**src/rtl/core/ssd_pkg.sv**
```systemverilog
// Shared types and constants of the speaker segment detector.
// Used by the lane, merge, top level and checker files; depends on nothing.
package ssd_pkg;

    localparam int NUM_LANES  = 4;
    localparam int NUM_SLOTS  = 2 * NUM_LANES;
    localparam int SCORE_W    = 16;
    localparam int TPF_W      = 7;
    localparam int OUT_TICK_W = 24;
    localparam int CFG_W      = 16;

    typedef logic [OUT_TICK_W-1:0] t_tick_out;

    typedef enum logic [1:0] {
        CFG_THRESHOLD       = 2'd0,
        CFG_TICKS_PER_FRAME = 2'd1,
        CFG_PAD_TICKS       = 2'd2,
        CFG_MIN_ON_TICKS    = 2'd3
    } t_cfg_idx;

    typedef struct packed {
        logic [SCORE_W-1:0] score_lane0;
        logic [SCORE_W-1:0] score_lane1;
        logic [SCORE_W-1:0] score_lane2;
        logic [SCORE_W-1:0] score_lane3;
        logic               end_of_session;
    } t_seg_req;

    typedef struct packed {
        logic [1:0] speaker;
        t_tick_out  start_tick;
        t_tick_out  end_tick;
        logic       last_of_run;
    } t_seg_res;

    typedef struct packed {
        logic [SCORE_W-1:0] threshold;
        logic [CFG_W-1:0]   pad_ticks;
        logic [CFG_W-1:0]   min_on_ticks;
    } t_seg_cfg;

    typedef struct packed {
        logic [1:0] speaker;
        t_tick_out  start_tick;
        t_tick_out  end_tick;
    } t_seg_slot;

    // Up to two finished segments per lane and request: a pushed-out pending
    // segment (first) and the flushed one at end of session (second).
    typedef struct packed {
        logic      first_vld;
        t_seg_slot first;
        logic      second_vld;
        t_seg_slot second;
    } t_lane_res;

endpackage

```
**src/rtl/core/speaker_segment_detector_unit.sv**
```systemverilog
// Speaker segment detector: four speaker lanes turn per-frame activity
// scores into padded, merged speech segments. Depends on ssd_pkg, ssd_lane
// and ssd_merge.
//
// A request is taken while the merge stage is free, and all four lanes
// update their state in that cycle. Its finished segments (zero to eight)
// are held in the merge stage's slot buffer and, while i_stall is low,
// leave through the output register one per cycle; a request with none or
// one segment then leaves the input free every cycle. The next request is
// taken in the cycle in which the last segment of the previous one moves to
// the output register; o_stall is high only while the slot buffer still
// holds segments after that cycle. The last segment of each request carries
// last_of_run. There is no clearing pass after reset.
module speaker_segment_detector_unit #(
    parameter int TICK_BITS = 24
) (
    input  logic                          i_clk,
    input  logic                          i_rst_n,
    input  logic                          i_valid,
    input  ssd_pkg::t_seg_req             i_req,
    output logic                          o_stall,
    output logic                          o_valid,
    output ssd_pkg::t_seg_res             o_res,
    input  logic                          i_stall,
    input  logic                          i_cfg_we,
    input  logic [1:0]                    i_cfg_idx,
    input  logic [ssd_pkg::CFG_W-1:0]     i_cfg_data
);

    localparam logic [TICK_BITS-1:0] TickMax = '1;

    logic [ssd_pkg::SCORE_W-1:0] r_threshold;
    logic [ssd_pkg::TPF_W-1:0]   r_tpf;
    logic [ssd_pkg::CFG_W-1:0]   r_pad;
    logic [ssd_pkg::CFG_W-1:0]   r_min_on;
    logic [TICK_BITS-1:0]        r_frame_tick;

    logic [TICK_BITS-1:0]        n_frame_tick;
    logic [ssd_pkg::TPF_W-1:0]   tpf_eff;
    logic [TICK_BITS:0]          next_sum;
    logic [TICK_BITS:0]          last_sum;
    logic [TICK_BITS-1:0]        tick_last;
    logic                        accept;
    logic                        merge_free;
    ssd_pkg::t_seg_cfg           cfg;
    ssd_pkg::t_lane_res          lane_res [ssd_pkg::NUM_LANES];
    logic [ssd_pkg::SCORE_W-1:0] scores   [ssd_pkg::NUM_LANES];

    assign scores[0] = i_req.score_lane0;
    assign scores[1] = i_req.score_lane1;
    assign scores[2] = i_req.score_lane2;
    assign scores[3] = i_req.score_lane3;

    assign o_stall = !merge_free;
    assign accept  = i_valid && merge_free;

    assign cfg.threshold    = r_threshold;
    assign cfg.pad_ticks    = r_pad;
    assign cfg.min_on_ticks = r_min_on;

    // A frame length of zero counts as one tick.
    always_comb begin
        tpf_eff      = (r_tpf == '0) ? ssd_pkg::TPF_W'(1) : r_tpf;
        next_sum     = {1'b0, r_frame_tick} + (TICK_BITS+1)'(tpf_eff);
        last_sum     = {1'b0, r_frame_tick} + (TICK_BITS+1)'(tpf_eff - 1'b1);
        n_frame_tick = next_sum[TICK_BITS] ? TickMax : next_sum[TICK_BITS-1:0];
        tick_last    = last_sum[TICK_BITS] ? TickMax : last_sum[TICK_BITS-1:0];
    end

    always_ff @(posedge i_clk) begin
        if (!i_rst_n) begin
            r_threshold <= ssd_pkg::SCORE_W'(32768);
            r_tpf       <= ssd_pkg::TPF_W'(8);
            r_pad       <= '0;
            r_min_on    <= '0;
        end else if (i_cfg_we) begin
            unique case (ssd_pkg::t_cfg_idx'(i_cfg_idx))
                ssd_pkg::CFG_THRESHOLD:       r_threshold <= i_cfg_data;
                ssd_pkg::CFG_TICKS_PER_FRAME: r_tpf       <= i_cfg_data[ssd_pkg::TPF_W-1:0];
                ssd_pkg::CFG_PAD_TICKS:       r_pad       <= i_cfg_data;
                ssd_pkg::CFG_MIN_ON_TICKS:    r_min_on    <= i_cfg_data;
                default:                      r_pad       <= r_pad;
            endcase
        end
    end

    always_ff @(posedge i_clk) begin
        if (!i_rst_n) begin
            r_frame_tick <= '0;
        end else if (accept) begin
            r_frame_tick <= i_req.end_of_session ? '0 : n_frame_tick;
        end
    end

    for (genvar g = 0; g < ssd_pkg::NUM_LANES; g++) begin : g_lane
        ssd_lane #(
            .TICK_BITS (TICK_BITS),
            .LANE      (g)
        ) u_lane (
            .i_clk       (i_clk),
            .i_rst_n     (i_rst_n),
            .i_accept    (accept),
            .i_score     (scores[g]),
            .i_last      (i_req.end_of_session),
            .i_cfg       (cfg),
            .i_tick      (r_frame_tick),
            .i_tick_last (tick_last),
            .o_res       (lane_res[g])
        );
    end

    ssd_merge u_merge (
        .i_clk   (i_clk),
        .i_rst_n (i_rst_n),
        .i_load  (accept),
        .i_lane  (lane_res),
        .i_stall (i_stall),
        .o_valid (o_valid),
        .o_res   (o_res),
        .o_free  (merge_free)
    );

endmodule

```
**src/rtl/core/ssd_lane.sv**
```systemverilog
// One speaker lane: threshold tracking, padding, pending-segment merge.
// Depends on ssd_pkg for the configuration and result structs.
module ssd_lane #(
    parameter int TICK_BITS = 24,
    parameter int LANE      = 0
) (
    input  logic                           i_clk,
    input  logic                           i_rst_n,
    input  logic                           i_accept,
    input  logic [ssd_pkg::SCORE_W-1:0]    i_score,
    input  logic                           i_last,
    input  ssd_pkg::t_seg_cfg              i_cfg,
    input  logic [TICK_BITS-1:0]           i_tick,
    input  logic [TICK_BITS-1:0]           i_tick_last,
    output ssd_pkg::t_lane_res             o_res
);

    localparam logic [TICK_BITS-1:0] TickMax = '1;

    logic                 r_in_speech;
    logic [TICK_BITS-1:0] r_onset;
    logic                 r_pend_vld;
    logic [TICK_BITS-1:0] r_pend_start;
    logic [TICK_BITS-1:0] r_pend_end;

    logic                 n_in_speech;
    logic [TICK_BITS-1:0] n_onset;
    logic                 n_pend_vld;
    logic [TICK_BITS-1:0] n_pend_start;
    logic [TICK_BITS-1:0] n_pend_end;

    logic                 close_now;
    logic                 open_now;
    logic                 close_eos;
    logic                 close_any;
    logic [TICK_BITS-1:0] close_tick;
    logic [TICK_BITS-1:0] pad_ext;
    logic [TICK_BITS-1:0] min_ext;
    logic [TICK_BITS-1:0] cand_start;
    logic [TICK_BITS:0]   end_sum;
    logic [TICK_BITS-1:0] seg_end;
    logic                 seg_add;
    logic                 seg_merge;
    logic                 seg_push;
    logic                 old_long;
    logic                 new_long;

    assign pad_ext = TICK_BITS'(i_cfg.pad_ticks);
    assign min_ext = TICK_BITS'(i_cfg.min_on_ticks);

    always_comb begin
        close_now   = r_in_speech && (i_score < i_cfg.threshold);
        open_now    = !r_in_speech && (i_score > i_cfg.threshold);
        n_in_speech = close_now ? 1'b0 : (open_now ? 1'b1 : r_in_speech);
        n_onset     = open_now ? i_tick : r_onset;

        // Open speech at end of session closes at the last tick of the frame.
        close_eos  = i_last && n_in_speech;
        close_any  = close_now || close_eos;
        close_tick = close_now ? i_tick : i_tick_last;

        cand_start = (n_onset > pad_ext) ? (n_onset - pad_ext) : '0;
        end_sum    = {1'b0, close_tick} + {1'b0, pad_ext};
        seg_end    = end_sum[TICK_BITS] ? TickMax : end_sum[TICK_BITS-1:0];

        seg_add   = close_any && (seg_end > cand_start);
        seg_merge = seg_add && r_pend_vld && (r_pend_end >= cand_start);
        seg_push  = seg_add && !seg_merge;
        old_long  = (r_pend_end - r_pend_start) >= min_ext;

        n_pend_vld   = r_pend_vld || seg_add;
        n_pend_start = seg_push ? cand_start : r_pend_start;
        if (seg_merge) begin
            n_pend_end = (seg_end > r_pend_end) ? seg_end : r_pend_end;
        end else if (seg_push) begin
            n_pend_end = seg_end;
        end else begin
            n_pend_end = r_pend_end;
        end
        new_long = (n_pend_end - n_pend_start) >= min_ext;

        o_res.first_vld             = seg_push && r_pend_vld && old_long;
        o_res.first.speaker         = 2'(LANE);
        o_res.first.start_tick      = ssd_pkg::t_tick_out'(r_pend_start);
        o_res.first.end_tick        = ssd_pkg::t_tick_out'(r_pend_end);
        o_res.second_vld            = i_last && n_pend_vld && new_long;
        o_res.second.speaker        = 2'(LANE);
        o_res.second.start_tick     = ssd_pkg::t_tick_out'(n_pend_start);
        o_res.second.end_tick       = ssd_pkg::t_tick_out'(n_pend_end);
    end

    always_ff @(posedge i_clk) begin
        if (!i_rst_n) begin
            r_in_speech  <= 1'b0;
            r_onset      <= '0;
            r_pend_vld   <= 1'b0;
            r_pend_start <= '0;
            r_pend_end   <= '0;
        end else if (i_accept) begin
            if (i_last) begin
                r_in_speech  <= 1'b0;
                r_onset      <= '0;
                r_pend_vld   <= 1'b0;
                r_pend_start <= '0;
                r_pend_end   <= '0;
            end else begin
                r_in_speech  <= n_in_speech;
                r_onset      <= n_onset;
                r_pend_vld   <= n_pend_vld;
                r_pend_start <= n_pend_start;
                r_pend_end   <= n_pend_end;
            end
        end
    end

endmodule

```
**src/rtl/core/ssd_merge.sv**
```systemverilog
// Merge stage: gathers the lane results of one request into slots and
// sends them out one per cycle while i_stall is low, in lane order. Depends on ssd_pkg.
module ssd_merge (
    input  logic                i_clk,
    input  logic                i_rst_n,
    input  logic                i_load,
    input  ssd_pkg::t_lane_res  i_lane [ssd_pkg::NUM_LANES],
    input  logic                i_stall,
    output logic                o_valid,
    output ssd_pkg::t_seg_res   o_res,
    output logic                o_free
);

    localparam int SlotIw = $clog2(ssd_pkg::NUM_SLOTS);

    logic [ssd_pkg::NUM_SLOTS-1:0] r_slot_vld;
    ssd_pkg::t_seg_slot            r_slot [ssd_pkg::NUM_SLOTS];
    logic                          r_out_vld;
    ssd_pkg::t_seg_res             r_out;

    logic [ssd_pkg::NUM_SLOTS-1:0] n_slot_vld;
    logic [ssd_pkg::NUM_SLOTS-1:0] new_vld;
    logic [ssd_pkg::NUM_SLOTS-1:0] pop_mask;
    logic [ssd_pkg::NUM_SLOTS-1:0] remain;
    logic [SlotIw-1:0]             pick;
    logic                          out_free;
    logic                          pop;

    always_comb begin
        for (int i = 0; i < ssd_pkg::NUM_LANES; i++) begin
            new_vld[2*i]   = i_lane[i].first_vld;
            new_vld[2*i+1] = i_lane[i].second_vld;
        end
    end

    // Lowest occupied slot goes first, which keeps lane and time order.
    always_comb begin
        pick     = '0;
        pop_mask = '0;
        for (int k = ssd_pkg::NUM_SLOTS - 1; k >= 0; k--) begin
            if (r_slot_vld[k]) begin
                pick     = SlotIw'(k);
                pop_mask = '0;
                pop_mask[k] = 1'b1;
            end
        end
        out_free   = !r_out_vld || !i_stall;
        pop        = out_free && (r_slot_vld != '0);
        remain     = r_slot_vld & ~(pop ? pop_mask : '0);
        o_free     = (remain == '0);
        n_slot_vld = remain | (i_load ? new_vld : '0);
    end

    always_ff @(posedge i_clk) begin
        if (!i_rst_n) begin
            r_slot_vld <= '0;
            r_out_vld  <= 1'b0;
        end else begin
            r_slot_vld <= n_slot_vld;
            if (pop) begin
                r_out_vld <= 1'b1;
            end else if (!i_stall) begin
                r_out_vld <= 1'b0;
            end
        end
    end

    always_ff @(posedge i_clk) begin
        if (i_load) begin
            for (int i = 0; i < ssd_pkg::NUM_LANES; i++) begin
                r_slot[2*i]   <= i_lane[i].first;
                r_slot[2*i+1] <= i_lane[i].second;
            end
        end
        if (pop) begin
            r_out.speaker     <= r_slot[pick].speaker;
            r_out.start_tick  <= r_slot[pick].start_tick;
            r_out.end_tick    <= r_slot[pick].end_tick;
            r_out.last_of_run <= (remain == '0);
        end
    end

    assign o_valid = r_out_vld;
    assign o_res   = r_out;

endmodule

```
**config.mk**
```make
export PLATFORM = sky130hd
export DESIGN_NAME = speaker_segment_detector_unit
export DESIGN_NICKNAME = d
export VERILOG_FILES = /design/src/rtl/core/ssd_pkg.sv /design/src/rtl/core/speaker_segment_detector_unit.sv /design/src/rtl/core/ssd_lane.sv /design/src/rtl/core/ssd_merge.sv
export SDC_FILE = /design/constraint.sdc
export NUM_CORES = 2
export LEC_CHECK = 0
export CAP_MARGIN = 20
export CELL_PAD_IN_SITES_DETAIL_PLACEMENT = 2
export CELL_PAD_IN_SITES_GLOBAL_PLACEMENT = 2
export CORE_MARGIN = 3
export CORE_UTILIZATION = 24
export CTS_CLUSTER_SIZE = 28
export DETAILED_ROUTE_END_ITERATION = 7
export DONT_BUFFER_PORTS = 1
export PLACE_DENSITY = 0.55
export SLEW_MARGIN = 20
export SYNTH_ARGS = -nofsm -noshare
export SYNTH_HDL_FRONTEND = slang
export SYNTH_SLANG_ARGS = --single-unit
```
**constraint.sdc**
```tcl
create_clock -name i_clk -period 29.4 [get_ports i_clk]
set_input_delay 0 -clock i_clk [delete_from_list [all_inputs] [get_ports i_clk]]
set_output_delay 0 -clock i_clk [all_outputs]
set_load 0.02 [all_outputs]
```
==> results.yml <==
drt:
  drt.antenna.violating_nets: 0
  drtIter0Drc: 5055
  drt_drc_violations_left: 0
  dr.pass1.iters: 5
  wirelength_um: 378700
  vias: 64240
  wire_per_inst_um: 32.49
  vias_per_cell: 5.511
power:
  p_int_uw: 3345
  power_density_nw_per_um2: 81.67
  irDropWorstVdd_v: 0.00004981
  switchingPower_uw: 2828
  p_comb_share_pct: 51.8
  p_total_uw: 6173
  clock_power_share_pct: 24.2
  power_frac_seq_pct: 24.0
  power.leakage_uw: 0.03051
  swShare_pct: 45.81
grt:
  grt_pass1_wl_um: 527600
  antenna_found_initial: 60
  track_usage_pct: 26.22
  grt_max_degree: 140
  overflow: 0
  grt_pass1_vias: 66290
placed_design:
  dp_hpwl_um: 292300
  post-place-ws_ps: 14610
  port_buffers: 0
  gp_congestion: 0.9204
floorplan:
  die-area_um2: 281500
  start_util_pct: 24.26
  core_area_um2: 272200
  ios: 141
  fp.dieW_um: 530.5
  die_height_um: 530.5
  rows: 191
run_status:
  outcome: "finished, final reports clean"
timing:
  finalMaxSlewViolations: 0
  slew_headroom_pct: 17.97
  worstMarginPinSlew_ps: 1231
  rsz0062_at_grt: "no"
  max_freq_mhz: 66.16
  tns_ps: 0
  period_minus_slack_ps: 15110
  finalHoldViolCount: 0
  finalCritPeriodShare_pct: 51.41
  finalWorstSetupSlack_ps: 14290
  finClkSkew_ps: 70.09
  finalSetupViolCount: 0
synth:
  syn_area_per_cell_um2: 8.323
  synth.most_common_cell: "nand2_1"
  synth.top_cell.area_share_pct: 19.78
  synth-edff-count: 435
  yosysTopAreaCell: "edfxtp_1"
  synthTopCellsByArea: "edfxtp_1 (20%), ha_1 (16%), dfxtp_1 (12%)"
  syn_area_um2: 66030
  synth-main-ff-cell: "edfxtp_1"
  ys_seq_area_share_pct: 31.42
  synth-seq-cells: 819
  synthArstFlopShare_pct: 0
  synth_cell_type_count: 110
  syn_inst: 7934
  yosys-top-cells-count: "nand2_1 (1013), ha_1 (824), nor2_1 (739)"
  ys_warn_count: 0
cells_and_area:
  nets: 8897
  finish.utilization_pct: 27.77
  fillCellCount: 30830
  area_growth_pct: 14.47
  drive_gt1_share_pct: 7.674
clock_tree:
  clk_pin_slew_ps: 70
  cts-root-buf: "clkbuf_16"
  clk-insertion-delay-late_ps: 820
  htree_levels: 3
  ctsResizeCount: 0
  cts_inserted_buffers: 111
  postCtsSetupRepairBufs: 0
  cts_tree: "yes"
  numClockSinks: 819
  clk_path_buf_depth: 3
setup_path:
  critPathArrivalTime_ps: 15770
  reg2reg_from: "r_tpf[2]"
  required_ps: 30060
  crit_type: "register to register"
  critPathLaunchType: "register"
  max_stage_delay_ps: 950
  critPathSlowestCell: "o32ai_1"
  end_kind: "register"
  cp-startpoint: "r_tpf[2]"
  crit_fanout: 30
worst_hold_path:
  min-delay-path-class: "input pin to register"
  holdCritStartpoint: "i_req[51]"
flow_run:
  cap_violations: 0
[worst paths after layout]
path                                                endpoint  slack, ps  cells after the start
worst min-delay path            g_lane[0].u_lane.r_in_speech         60                      6
worst min register to register   g_lane[2].u_lane.r_onset[6]        450                      2
worst max-delay path                   u_merge.r_slot_vld[3]      14290                     53
worst max register to register         u_merge.r_slot_vld[3]      14290                     53
[through the flow]
step	cells	area, um2	hold WS (ps)
5_1_grt	11640	75550	47.46
3_5_place_dp	11360	70900	143.9
6_report	11660	75580	59.18
3_3_place_gp	11360	70880	137.7
4_1_cts	11640	75530	2.933
2_1_floorplan	7950	66090	125.1
[cells in the final DEF (no fill, tap or decap), types with 58 or more instances in the layout]
| master | count |
|---|---|
| edfxtp_1 | 435 |
| clkbuf_16 | 113 |
| nor2b_1 | 76 |
| inv_1 | 540 |
| dfxtp_1 | 382 |
| o21ai_0 | 417 |
| and2_1 | 61 |
| ha_1 | 824 |
| mux2i_1 | 96 |
| a21o_1 | 167 |
| a31oi_1 | 109 |
| nand3_1 | 363 |
| nand2_1 | 1008 |
| dlygate4sd3_1 | 66 |
| mux2_2 | 132 |
| nor2_1 | 731 |
| nor3_1 | 134 |
| xnor2_1 | 160 |
| o21a_1 | 91 |
| xor2_1 | 108 |
| a21oi_1 | 582 |
| nand4_1 | 86 |
| a22oi_1 | 113 |
| buf_4 | 166 |
| o211ai_1 | 58 |
| a211oi_1 | 85 |
| nand2b_1 | 94 |
[registers in the layout, indices dropped and copies added, names as in the netlist]
signal	flops
u_merge.o_valid	1
u_merge.r_slot	384
u_merge.o_res	51
r_tpf	7
g_lane.u_lane.r_in_speech	4
g_lane.u_lane.r_pend_start	96
r_pad	16
u_merge.r_slot_vld	8
r_min_on	16
g_lane.u_lane.r_onset	96
g_lane.u_lane.r_pend_vld	4
g_lane.u_lane.r_pend_end	96
r_threshold	16
r_frame_tick	24
[cell type report]
type / count / area (um2) / share of cell area, %
Antenna cell: 20 / 50.05 / 0.06622
Clock buffer: 144 / 3054 / 4.041
Clock inverter: 68 / 860.8 / 1.139
Inverter: 547 / 2071 / 2.740
Multi-Input combinational cell: 6249 / 42270 / 55.92
Sequential cell: 819 / 20750 / 27.46
Tap cell: 3570 / 4467 / 5.910
Timing Repair Buffer: 239 / 2062 / 2.728
[routing by layer]
metal	track usage (%)	share of wire, %	routed length (um)	vias up
met1	37.33	48	181000	33320
li1	-	-	-	28770
met4	8.875	3.8	14560	16
met2	40.38	43	162900	1720
met5	0	0.032	120	-
met3	3.619	5.3	20070	413
[repair_timing]
item | in CTS | in global routing
hold buffers | 68 | 0
endpoints found under the setup margin | 0 | 0
hold endpoints to repair | 290 | 0
[power by group through the flow]
stage          Combinational (uW)  Sequential, uW  Clock, uW
6_report                     3200            1480       1490
5_1_grt                      3510            1490       1570
4_1_cts                      3200            1480       1530
3_5_place_dp                 3160            1500          0
3_3_place_gp                 3090            1500          0
2_1_floorplan                2000            1510          0
[critical path: cells and delay by family, from the launching register on]
family	cells	cell delay, ps
flip-flops	1	370
adder cells (fa/ha/maj)	6	2130
multiplexers	1	630
AO/OA/AOI/OAI	26	7770
buffers and inverters	5	1070
AND/OR/NAND/NOR	14	2780
XOR/XNOR	1	150
[logic make-up (layout without fill, tap and decap cells)]
kind of cell / count (synthesis) / count (layout) / synth area share [%]
compound gates: 2090 / 2090 / 20.75
xor+xnor: 271 / 271 / 3.627
fa+ha+maj: 843 / 843 / 16.17
buf+inv: 882 / 998 / 5.086
flops: 819 / 819 / 31.42
mux: 230 / 230 / 3.752
other cells: 1 / 37 / 0.005679
simple gates: 2798 / 2798 / 19.18
Note: power is estimated with default switching activity, not from simulation.
